$ cat config.mk
export PLATFORM = sky130hd
export DESIGN_NAME = multichannel_adc_block_sum_top
export DESIGN_NICKNAME = d
export VERILOG_FILES = /design/src/hw/rtl/mabs_pkg.sv /design/src/hw/rtl/mabs_ctrl.sv /design/src/hw/rtl/mabs_dp.sv /design/src/hw/rtl/multichannel_adc_block_sum_top.sv
export SDC_FILE = /design/constraint.sdc
export NUM_CORES = 2
export LEC_CHECK = 0
export BUFFER_PORTS_ARGS = -buffer_cell sky130_fd_sc_hd__buf_4
export CAP_MARGIN = 20
export CORE_AREA = 2 2 402 404
export CTS_CLUSTER_DIAMETER = 30
export DETAILED_ROUTE_END_ITERATION = 8
export DIE_AREA = 0 0 404 406
export PLACE_DENSITY = 0.65
export SLEW_MARGIN = 20
export SYNTH_ARGS = -nofsm -noshare
export SYNTH_HDL_FRONTEND = slang
export SYNTH_HIERARCHICAL = 1
export SYNTH_SLANG_ARGS = --single-unit
$ cat constraint.sdc
create_clock -name clk -period 11 [get_ports clk]
set_input_delay 0.55 -clock clk [delete_from_list [all_inputs] [get_ports clk]]
set_output_delay 0.55 -clock clk [all_outputs]
set_load 0.01 [all_outputs]
$ cat src/hw/rtl/mabs_pkg.sv
package mabs_pkg;

  localparam int CHANNELS_DEF = 6;
  localparam int BLOCKS_DEF   = 16;

  localparam int SAMPLE_W   = 12;
  localparam int QUERY_W    = 3;
  localparam int CHAN_OUT_W = 3;
  localparam int TOTAL_W    = 20;
  localparam int BSUM_W     = 16;
  // samples per block is 16, so the in-block count is 4 bits and wraps by itself
  localparam int SUB_W      = 4;

  localparam int IN_DATA_W  = 16;
  localparam int OUT_DATA_W = 48;

  typedef enum logic [2:0] {
    ST_IDLE,
    ST_LOOKUP,
    ST_SUM,
    ST_SUM_END,
    ST_WRITE,
    ST_TOT_RD,
    ST_OUT
  } state_t;

  typedef struct packed {
    logic load;
    logic sum_start;
    logic sum_rd;
    logic blk_rd;
    logic blk_wr;
    logic tot_rd;
    logic out_load;
  } cmd_t;

  typedef struct packed {
    logic first;
    logic idx_last;
    logic out_free;
  } stat_t;

endpackage

$ cat src/hw/rtl/mabs_ctrl.sv
module mabs_ctrl
  import mabs_pkg::*;
(
  input  logic  clk,
  input  logic  rst,
  input  logic  in_valid,
  output logic  in_ready,
  input  stat_t stat,
  output cmd_t  cmd
);

  state_t state, state_next;

  always_ff @(posedge clk) begin
    if (rst) begin
      state <= ST_IDLE;
    end else begin
      state <= state_next;
    end
  end

  always_comb begin
    state_next = state;
    unique case (state)
      ST_IDLE: begin
        if (in_valid) state_next = ST_LOOKUP;
      end
      ST_LOOKUP: begin
        state_next = stat.first ? ST_SUM : ST_WRITE;
      end
      ST_SUM: begin
        if (stat.idx_last) state_next = ST_SUM_END;
      end
      ST_SUM_END: state_next = ST_WRITE;
      ST_WRITE:   state_next = ST_TOT_RD;
      ST_TOT_RD:  state_next = ST_OUT;
      ST_OUT: begin
        if (stat.out_free) state_next = ST_IDLE;
      end
      default: state_next = ST_IDLE;
    endcase
  end

  always_comb begin
    cmd      = '0;
    in_ready = 1'b0;
    unique case (state)
      ST_IDLE: begin
        in_ready = 1'b1;
        cmd.load = in_valid;
      end
      ST_LOOKUP: begin
        // accumulate path clears on first sample, otherwise fetch for read-modify-write
        cmd.sum_start = stat.first;
        cmd.blk_rd    = !stat.first;
      end
      ST_SUM:     cmd.sum_rd = 1'b1;
      ST_SUM_END: ;
      ST_WRITE:   cmd.blk_wr = 1'b1;
      ST_TOT_RD:  cmd.tot_rd = 1'b1;
      ST_OUT:     cmd.out_load = stat.out_free;
      default: ;
    endcase
  end

endmodule

$ cat src/hw/rtl/mabs_dp.sv
module mabs_dp
  import mabs_pkg::*;
#(
  parameter int CHANNELS = CHANNELS_DEF,
  parameter int BLOCKS   = BLOCKS_DEF
) (
  input  logic                  clk,
  input  logic                  rst,
  input  cmd_t                  cmd,
  output stat_t                 stat,
  input  logic [SAMPLE_W-1:0]   sample,
  input  logic [QUERY_W-1:0]    query_channel,
  output logic                  out_valid,
  input  logic                  out_ready,
  output logic [CHAN_OUT_W-1:0] updated_channel,
  output logic [TOTAL_W-1:0]    channel_total,
  output logic                  total_refreshed,
  output logic [TOTAL_W-1:0]    query_total
);

  localparam int CH_W  = (CHANNELS > 1) ? $clog2(CHANNELS) : 1;
  localparam int BLK_W = $clog2(BLOCKS);
  localparam int ENTRIES = CHANNELS * BLOCKS;
  localparam int AW    = $clog2(ENTRIES);

  logic [CH_W-1:0]  pointer;
  logic [SUB_W-1:0] sub_cnt [CHANNELS];
  logic [BLK_W-1:0] blk_cnt [CHANNELS];

  logic [CH_W-1:0]     cur_ch;
  logic [BLK_W-1:0]    cur_blk;
  logic                cur_first;
  logic [SAMPLE_W-1:0] cur_sample;
  logic [CH_W-1:0]     cur_query;

  logic [BSUM_W-1:0] bmem [ENTRIES];
  logic [ENTRIES-1:0] bvalid;
  logic [BSUM_W-1:0] bdata;
  logic              bval_q;
  logic [BSUM_W-1:0] bdata_eff;

  logic [BLK_W-1:0]   idx;
  logic               pend;
  logic [BLK_W-1:0]   pend_idx;
  logic [TOTAL_W-1:0] acc;

  logic [TOTAL_W-1:0]  tmem [CHANNELS];
  logic [CHANNELS-1:0] tvalid;
  logic [TOTAL_W-1:0]  tdat_a, tdat_b;
  logic                tval_a, tval_b;

  logic [AW-1:0]     rd_addr, wr_addr;
  logic [BSUM_W-1:0] wr_data;
  logic [QUERY_W:0]  q_inc;
  logic [CH_W-1:0]   mapped;
  logic [CH_W-1:0]   ptr_next;

  assign q_inc  = {1'b0, query_channel} + (QUERY_W+1)'(1);
  assign mapped = (32'(q_inc) >= CHANNELS) ? '0 : CH_W'(q_inc);
  assign ptr_next = (32'(pointer) >= CHANNELS - 1) ? '0 : pointer + CH_W'(1);

  assign rd_addr = cmd.sum_rd ? AW'(32'(cur_ch) * BLOCKS + 32'(idx))
                              : AW'(32'(cur_ch) * BLOCKS + 32'(cur_blk));
  assign wr_addr = AW'(32'(cur_ch) * BLOCKS + 32'(cur_blk));

  // an entry never written since reset reads as zero
  assign bdata_eff = bval_q ? bdata : '0;
  assign wr_data   = cur_first ? BSUM_W'(cur_sample) : bdata_eff + BSUM_W'(cur_sample);

  assign stat.first    = cur_first;
  assign stat.idx_last = (idx == BLK_W'(BLOCKS - 1));
  assign stat.out_free = !out_valid || out_ready;

  // pointer and per-channel counters advance as the item is taken
  always_ff @(posedge clk) begin
    if (rst) begin
      pointer <= '0;
      for (int c = 0; c < CHANNELS; c++) begin
        sub_cnt[c] <= '0;
        blk_cnt[c] <= '0;
      end
    end else if (cmd.load) begin
      pointer          <= ptr_next;
      sub_cnt[pointer] <= sub_cnt[pointer] + SUB_W'(1);
      if (sub_cnt[pointer] == '1) begin
        blk_cnt[pointer] <= (32'(blk_cnt[pointer]) >= BLOCKS - 1) ? '0
                          : blk_cnt[pointer] + BLK_W'(1);
      end
    end
  end

  always_ff @(posedge clk) begin
    if (cmd.load) begin
      cur_ch     <= pointer;
      cur_blk    <= blk_cnt[pointer];
      cur_first  <= (sub_cnt[pointer] == '0);
      cur_sample <= sample;
      cur_query  <= mapped;
    end
  end

  always_ff @(posedge clk) begin
    if (cmd.sum_rd || cmd.blk_rd) begin
      bdata <= bmem[rd_addr];
    end
    if (cmd.blk_wr) begin
      bmem[wr_addr] <= wr_data;
    end
  end

  always_ff @(posedge clk) begin
    if (rst) begin
      bvalid <= '0;
      bval_q <= 1'b0;
    end else begin
      if (cmd.sum_rd || cmd.blk_rd) bval_q <= bvalid[rd_addr];
      if (cmd.blk_wr) bvalid[wr_addr] <= 1'b1;
    end
  end

  // total sweep: one accumulator read per cycle, the current block counts as cleared
  always_ff @(posedge clk) begin
    if (rst) begin
      pend <= 1'b0;
    end else begin
      pend <= cmd.sum_rd;
    end
  end

  always_ff @(posedge clk) begin
    if (cmd.sum_start) begin
      idx <= '0;
      acc <= '0;
    end else begin
      if (cmd.sum_rd) begin
        idx      <= idx + BLK_W'(1);
        pend_idx <= idx;
      end
      if (pend && pend_idx != cur_blk) begin
        acc <= acc + TOTAL_W'(bdata_eff);
      end
    end
  end

  always_ff @(posedge clk) begin
    if (cmd.blk_wr && cur_first) begin
      tmem[cur_ch] <= acc;
    end
    if (cmd.tot_rd) begin
      tdat_a <= tmem[cur_ch];
      tdat_b <= tmem[cur_query];
    end
  end

  always_ff @(posedge clk) begin
    if (rst) begin
      tvalid <= '0;
      tval_a <= 1'b0;
      tval_b <= 1'b0;
    end else begin
      if (cmd.blk_wr && cur_first) tvalid[cur_ch] <= 1'b1;
      if (cmd.tot_rd) begin
        tval_a <= tvalid[cur_ch];
        tval_b <= tvalid[cur_query];
      end
    end
  end

  always_ff @(posedge clk) begin
    if (rst) begin
      out_valid <= 1'b0;
    end else if (cmd.out_load) begin
      out_valid <= 1'b1;
    end else if (out_ready) begin
      out_valid <= 1'b0;
    end
  end

  always_ff @(posedge clk) begin
    if (cmd.out_load) begin
      updated_channel <= CHAN_OUT_W'(cur_ch);
      channel_total   <= tval_a ? tdat_a : '0;
      total_refreshed <= cur_first;
      query_total     <= tval_b ? tdat_b : '0;
    end
  end

endmodule

$ cat src/hw/rtl/multichannel_adc_block_sum_top.sv
// Path per item: IDLE, LOOKUP, WRITE, TOT_RD, OUT on a mid-block sample; the first sample
// of a block also sweeps the block accumulator memory (SUM, SUM_END) before WRITE.
// Items are taken one at a time; the next item is taken after the result enters the
// output register, which waits in OUT while the output is stalled. A first sample is slowed
// by the one-read-per-cycle sweep over the block accumulator memory.
// Reset (rst, synchronous): pointer, counters, valid bits and totals read as zero.
module multichannel_adc_block_sum_top
  import mabs_pkg::*;
#(
  parameter int CHANNELS = CHANNELS_DEF,
  parameter int BLOCKS   = BLOCKS_DEF
) (
  input  logic                  clk,
  input  logic                  rst,
  input  logic                  s_axis_tvalid,
  output logic                  s_axis_tready,
  // [11:0] sample, [14:12] query_channel, [15] zero
  input  logic [IN_DATA_W-1:0]  s_axis_tdata,
  output logic                  m_axis_tvalid,
  input  logic                  m_axis_tready,
  // [2:0] updated_channel, [22:3] channel_total, [42:23] query_total, [47:43] zero
  output logic [OUT_DATA_W-1:0] m_axis_tdata,
  // [0] total_refreshed
  output logic                  m_axis_tuser
);

  cmd_t  cmd;
  stat_t stat;

  logic [CHAN_OUT_W-1:0] updated_channel;
  logic [TOTAL_W-1:0]    channel_total;
  logic [TOTAL_W-1:0]    query_total;

  mabs_ctrl u_ctrl (
    .clk      (clk),
    .rst      (rst),
    .in_valid (s_axis_tvalid),
    .in_ready (s_axis_tready),
    .stat     (stat),
    .cmd      (cmd)
  );

  mabs_dp #(
    .CHANNELS (CHANNELS),
    .BLOCKS   (BLOCKS)
  ) u_dp (
    .clk             (clk),
    .rst             (rst),
    .cmd             (cmd),
    .stat            (stat),
    .sample          (s_axis_tdata[SAMPLE_W-1:0]),
    .query_channel   (s_axis_tdata[SAMPLE_W+QUERY_W-1:SAMPLE_W]),
    .out_valid       (m_axis_tvalid),
    .out_ready       (m_axis_tready),
    .updated_channel (updated_channel),
    .channel_total   (channel_total),
    .total_refreshed (m_axis_tuser),
    .query_total     (query_total)
  );

  assign m_axis_tdata = {5'b0, query_total, channel_total, updated_channel};

endmodule

Word-level counts from Yosys, hierarchy flattened
Memories as Yosys holds them, arrays and structs flattened. A register that Yosys moved wholly into a read port is not among the register bits.
Index checks and enable logic that the tools add are counted.
- register bits: 208
- bits in writable memories: 1704
- input port bits: 20
- output and inout bits: 51
- word-level logic and storage cells: 126
- memories kept: 4
- memory list (memory ; words ; bits a word ; rd ports ; clocked after memory_dff ; wr ports ; line ; text):
    u_dp.bmem ; 96 ; 16 ; 1 ; 1 ; 1 ; mabs_dp.sv:36 ; logic [BSUM_W-1:0] bmem [ENTRIES];
    u_dp.tmem ; 6 ; 20 ; 2 ; 2 ; 1 ; mabs_dp.sv:47 ; logic [TOTAL_W-1:0] tmem [CHANNELS];
    u_dp.blk_cnt ; 6 ; 4 ; 1 ; 1 ; 6 ; mabs_dp.sv:28 ; logic [BLK_W-1:0] blk_cnt [CHANNELS];
    u_dp.sub_cnt ; 6 ; 4 ; 1 ; 1 ; 6 ; mabs_dp.sv:27 ; logic [SUB_W-1:0] sub_cnt [CHANNELS];
- add/sub/neg operators: 9
- $lt $le $gt $ge: 9
- equal/unequal tests: 12
- multiplexer cells: 53
- bitwise operators: 3
- reduce and logical (&&, ||, !) cells: 15
- operator list (kind ; count):
    96-bit OR ; 1
    3-bit 2-to-1 mux ; 11
    16-bit 2-to-1 mux ; 2
    1-bit 2-to-1 mux ; 30
    3-bit case mux with 7 select lines ; 1
    20-bit by 16-bit adder with 20-bit output ; 1
    16-bit by 12-bit adder with 16-bit output ; 1
    7-bit by 8-bit less-than comparator with 1-bit output (second input constant) ; 2
    7-bit by 4-bit adder with 7-bit output ; 2
    4-bit by 1-bit adder with 4-bit output (second input constant) ; 3
    4-bit 2-to-1 mux ; 3
    3-bit equality test (second input constant) ; 3
    4-bit equality test (second input constant) ; 2
    3-bit by 4-bit less-than comparator with 1-bit output (second input constant) ; 2
    4-bit OR reduction ; 2
    1-bit binary-select mux with 7-bit select ; 1
    1-bit demux with 7-bit select ; 1
    7-bit by 1-bit greater-or-equal comparator with 1-bit output (second input constant) ; 1
    7-bit 2-to-1 mux ; 1
    1-bit binary-select mux with 3-bit select ; 2
    3-bit by 2-bit equality test with 1-bit output (second input constant) ; 2
    6-bit OR ; 1
    3-bit by 1-bit adder with 4-bit output (second input constant) ; 1
    4-bit by 3-bit greater-or-equal comparator with 1-bit output (second input constant) ; 1
    other kinds (18) ; 24

Depth between registers and ports, before layout
- depth after elaboration: 7
- gate-level depth with buffers: 16
- mapped depth without buffers: 12

Cells and area by module
Netlist, hierarchy kept.
- by module, submodules not included (module ; times used ; cells an instance ; area each (sq um) ; sequential area each (sq um)):
    mabs_dp ; 1 ; 4309 ; 79050.8 ; 58205.8
    mabs_ctrl ; 1 ; 27 ; 260.2 ; 60.1
    multichannel_adc_block_sum_top ; 1 ; 6 ; 41.3 ; 0.0

Worst setup path before layout
Ideal clock, no wire load.
- path kind: register -> register
- start: register u_dp.bval_q
- end: memory u_dp.bmem[0][9], data pin
- library setup time: 0.971 ns
- arrival time: 6.648 ns
- required time: 10.029 ns
- path slack: 3.381 ns
- stages on the path, launching flop included: 15
- path buffers: 4
- period minus slack after synthesis: 7.619 ns
- cells stage by stage: dfxtp_1 -> clkbuf_1 -> buf_2 -> buf_2 -> clkbuf_1 -> and2_1 -> ha_1 -> a21oi_1 -> o21ai_1 -> a21boi_1 -> a211oi_1 -> o21ba_2 -> o221a_2 -> nor3_1 -> o31ai_1
- longest elaborated chain between the ends: 3
- RTL lines (item ; line ; text):
    start: declaration ; mabs_dp.sv:39 ; logic bval_q;
    start signal: assignment ; mabs_dp.sv:116 ; if (cmd.sum_rd || cmd.blk_rd) bval_q <= bvalid[rd_addr];
    16-bit 2-to-1 mux ; mabs_dp.sv:67 ; assign bdata_eff = bval_q ? bdata : '0;
    16-bit by 12-bit adder with 16-bit output ; mabs_dp.sv:68 ; assign wr_data = cur_first ? BSUM_W'(cur_sample) : bdata_eff + BSUM_W'(cur_sample);
    16-bit 2-to-1 mux ; mabs_dp.sv:68 ;
    named net u_dp.wr_data[9] ; mabs_dp.sv:53 ; logic [BSUM_W-1:0] wr_data;
    end: declaration ; mabs_dp.sv:36 ;
The timed path passes the listed nets, and every way through them passes these cells.

==> impl_metrics.env <==
export IMPL_outcome="finished, final reports clean"
export IMPL_final_period_minus_worst_setup_slack_ns=5.783
export IMPL_pwr_share_seq=0.384
export IMPL_path_delay_family="compound AO/OA/AOI/OAI gates"
export IMPL_worst_hold_path_stage_count=3
export IMPL_worstPathCellList="nor3b_2 -> buf_4 -> mux2i_4 -> buf_12 -> buf_12 -> mux4_2 -> nand2_1 -> a21oi_1 -> a21oi_1 -> o22ai_1 -> a211oi_1 -> o21ai_1"
export IMPL_post_route_cells_drive_above_1_share=0.2789
export IMPL_area_occupied_by_multi_input_gates_um2=20200
export IMPL_clock_sinks=1987
export IMPL_finalClockSkew_ns=0.05948
export IMPL_cts_tree="built"
export IMPL_number_of_global_route_vias_before_repair=42570
export IMPL_share_of_the_clock_period_used_by_the_worst_path_after_layout=0.5257
export IMPL_max_stage_delay_ns=0.93
export IMPL_worstSetupStartpoint="u_ctrl/state[1]"
export IMPL_final_setup_viol_count=0
export IMPL_fill_cells=11260
export IMPL_synthToLayoutAreaGrowth_pct=21.59
export IMPL_drt_pass1_iter_count=5
export IMPL_worst_slack_ns=5.217
export IMPL_synthTopCellsByArea="edfxtp_1, mux4_2, dfxtp_1"
export IMPL_irDropWorstVdd_mv=0.1741
export IMPL_worstSetupPathType="reg2reg"
export IMPL_sequential_cell_area_um2=58270
export IMPL_maxcap_violations=0
export IMPL_synth_edff_count=1847
export IMPL_timing_critical_path_from_type="register"
export IMPL_clkTransAtPathRegs_ns=0.04
export IMPL_design_final_nets=4764
export IMPL_asyncSetResetFlopFracSynth=0
export IMPL_timing_critical_path_required_ns=11.60
export IMPL_drc_marker_count_from_the_first_detailed_route_iteration=4361
export IMPL_pwr_share_comb=0.086
export IMPL_route_detailed_drc=0
export IMPL_total_standard_cell_area_after_synthesis_um2=79350
export IMPL_yosys_warnings=6
export IMPL_numCtsBuffers=387
export IMPL_synth_most_common_cell="edfxtp_1"
export IMPL_global_route_usage_total=0.2291
export IMPL_hold_path_startpoint="s_axis_tdata[14]"
export IMPL_maximum_clock_rate_mhz=172.9
export IMPL_critical_path_slowest_cell="a211oi_1"
export IMPL_worst_r2r_cell_count=12
export IMPL_tns_ns=0
export IMPL_floorplan_die_height_um=406
export IMPL_hpwlAfterDp_um=102000
export IMPL_internal_power_mw=17.23
export IMPL_syn_area_per_cell_um2=18.28
export IMPL_post_synth_most_frequent_cells="edfxtp_1, mux4_2, nor2_1"
export IMPL_core_um2=159600
export IMPL_power_clock_fraction=0.530
export IMPL_antenna_found_initial=1
export IMPL_residual_antenna_violating_net_count_after_detailed_routing=0
export IMPL_start_util=0.4970
export IMPL_netsw_mw=5.022
export IMPL_worst_ep_arrival_time_ns=6.38
export IMPL_place_inst=6406
export IMPL_crit_reg2reg_launch="u_ctrl/state[1]"
export IMPL_placement_cell_area_um2=83020
export IMPL_hold_path_class="in2reg"
export IMPL_dpl_worst_slack_ns=5.186
export IMPL_maximum_number_of_pins_on_one_net_before_global_route_repair=98
export IMPL_core_rowCount=147
export IMPL_grt_setup_unrepaired="no"
export IMPL_total_leakage_power_nw=32.26
export IMPL_synth_seq_cells=1987
export IMPL_worst_path_max_fanout=88
export IMPL_synth_distinct_cells=84
export IMPL_seq_area_frac_synth=0.7343
export IMPL_max_slew_worst_pin_slew_ns=1.192
export IMPL_powerDensity_nw_per_um2=230.7
export IMPL_route_detailed_wl_per_inst_um=26.16
export IMPL_ys_flop_type="edfxtp_1"
export IMPL_final_hold_violation_count=0
export IMPL_worst_path_buf_inv=3
export IMPL_worst_hold_slack_ns=0.06914
export IMPL_slew_limit_headroom=0.2032
export IMPL_final_cell_count_no_fill=7118
export IMPL_drt_total_wl_um=186200
export IMPL_post_cts_resized_instances=0
export IMPL_clk_insertion_delay_late_ns=0.95
export IMPL_gr_total_overflow=0
export IMPL_critPathCaptureType="register"
export IMPL_clock_root_buffer="clkbuf_16"
export IMPL_count_of_input_and_output_buffers=64
export IMPL_grt_first_pass_wirelength_um=276000
export IMPL_synth_largest_area_cell="edfxtp_1"
export IMPL_max_clock_path_buffers=4
export IMPL_avgViaCountPerCell=5.907
export IMPL_power_share_switching=0.2256
export IMPL_synthCells=4342
export IMPL_report_power_total_mw=22.26
export IMPL_final_design_area_no_fill_um2=96480
export IMPL_cts_post_setup_buffers_inserted=0
export IMPL_cts_hold_buf=15
export IMPL_cts_htree_levels=5
export IMPL_num_vias=42050
export IMPL_die_area_um2=164000
export IMPL_ioPinCount=71
export IMPL_finalMaxSlewViolations=0
export IMPL_die_x_um=404
export IMPL_path_depth=12
export IMPL_weighted_congestion_at_the_end_of_routability_driven_global_placement=0.8029
export IMPL_fin_util=0.6043
export IMPL_synth_largest_type_area_fraction=0.6989
==> cell families after synthesis <==
group                      share of synthesized area
DFF                                           0.7343
other                                     0.00004726
muxes                                         0.1563
buffers and inverters                        0.01589
adders and majority gates                   0.003800
xor gates and xnor gates                    0.004636
and+or+nand+nor                              0.05367
AOI/OAI and AO/OA                            0.03143
==> metal layers <==
metal	part of all wire	track usage	wire [um]
met5	0	0	0
met4	0.030	0.08098	5573
met3	0.079	0.04724	14700
met2	0.48	0.3606	89100
met1	0.41	0.3206	76860
==> final cells by class <==
type | instances | share of cell area
diodes | 5 | 0.0001297
well taps | 2086 | 0.02705
multi-input cells | 2070 | 0.2094
inverters | 32 | 0.001245
clock inverters | 245 | 0.03149
repair buffers | 246 | 0.02096
flip-flops and latches | 1987 | 0.6039
clock buffers | 447 | 0.1059
==> flip-flops by register name (all words and copies together) (netlist names), 12 cells and up, named ones only <==
register and cells:
u_dp/cur_sample 12, u_dp/blk_cnt 32, u_dp/bvalid 96, u_dp/bmem 1536, u_dp/channel_total 20, u_dp/tmem 120, u_dp/acc 20, u_dp/tdat_b 20
u_dp/tdat_a 20, u_dp/bdata 16, u_dp/query_total 20, u_dp/sub_cnt 32
==> power by group through the flow <==
stage / Combinational (mW) / Sequential, mW / Clock [mW]
global placement: 1.89 / 8.68 / 0
global route: 2.04 / 8.54 / 12.3
CTS: 1.93 / 8.54 / 11.9
floorplan: 1.29 / 8.65 / 0
detailed placement: 1.91 / 8.68 / 0
finish: 1.92 / 8.54 / 11.8
==> path summary, 6_finish.rpt <==
check	end	slack, ns
worst max-delay path	u_dp/bdata[3]	5.22
worst min-delay path	u_dp/cur_query[1]	0.07
worst max register to register	u_dp/bdata[3]	5.22
worst min register to register	u_dp/bvalid[94]	0.46
==> tightest hold or removal path: stages <==
cell and delay (ns):
buf_4 0.12, nand2_1 0.06, a211oi_1 0.07
==> placed cells by master (no fill, tap or decap), drive strengths merged, types with 5 or more instances in the layout <==
| cell | n |
|---|---|
| a21o | 7 |
| o22ai | 22 |
| nand4 | 6 |
| clkbuf | 447 |
| mux4 | 481 |
| nand3b | 5 |
| maj3 | 5 |
| dfxtp | 140 |
| o31ai | 5 |
| or3 | 11 |
| nor3b | 7 |
| edfxtp | 1847 |
| nand3 | 22 |
| nor2b | 12 |
| a31oi | 24 |
| mux2i | 143 |
| diode | 5 |
| a21oi | 136 |
| clkinvlp | 47 |
| o21ai | 79 |
| clkinv | 118 |
| nand2 | 297 |
| xnor2 | 25 |
| mux2 | 12 |
| ha | 20 |
| o211ai | 6 |
| xor2 | 17 |
| nand2b | 28 |
| conb | 5 |
| buf | 231 |
| bufinv | 61 |
| nor2 | 429 |
| or2 | 9 |
| and3 | 12 |
| dlygate4sd3 | 15 |
| inv | 51 |
| nor3 | 20 |
| a211oi | 73 |
| and2 | 93 |
Note: power is estimated with default switching activity, not from simulation.
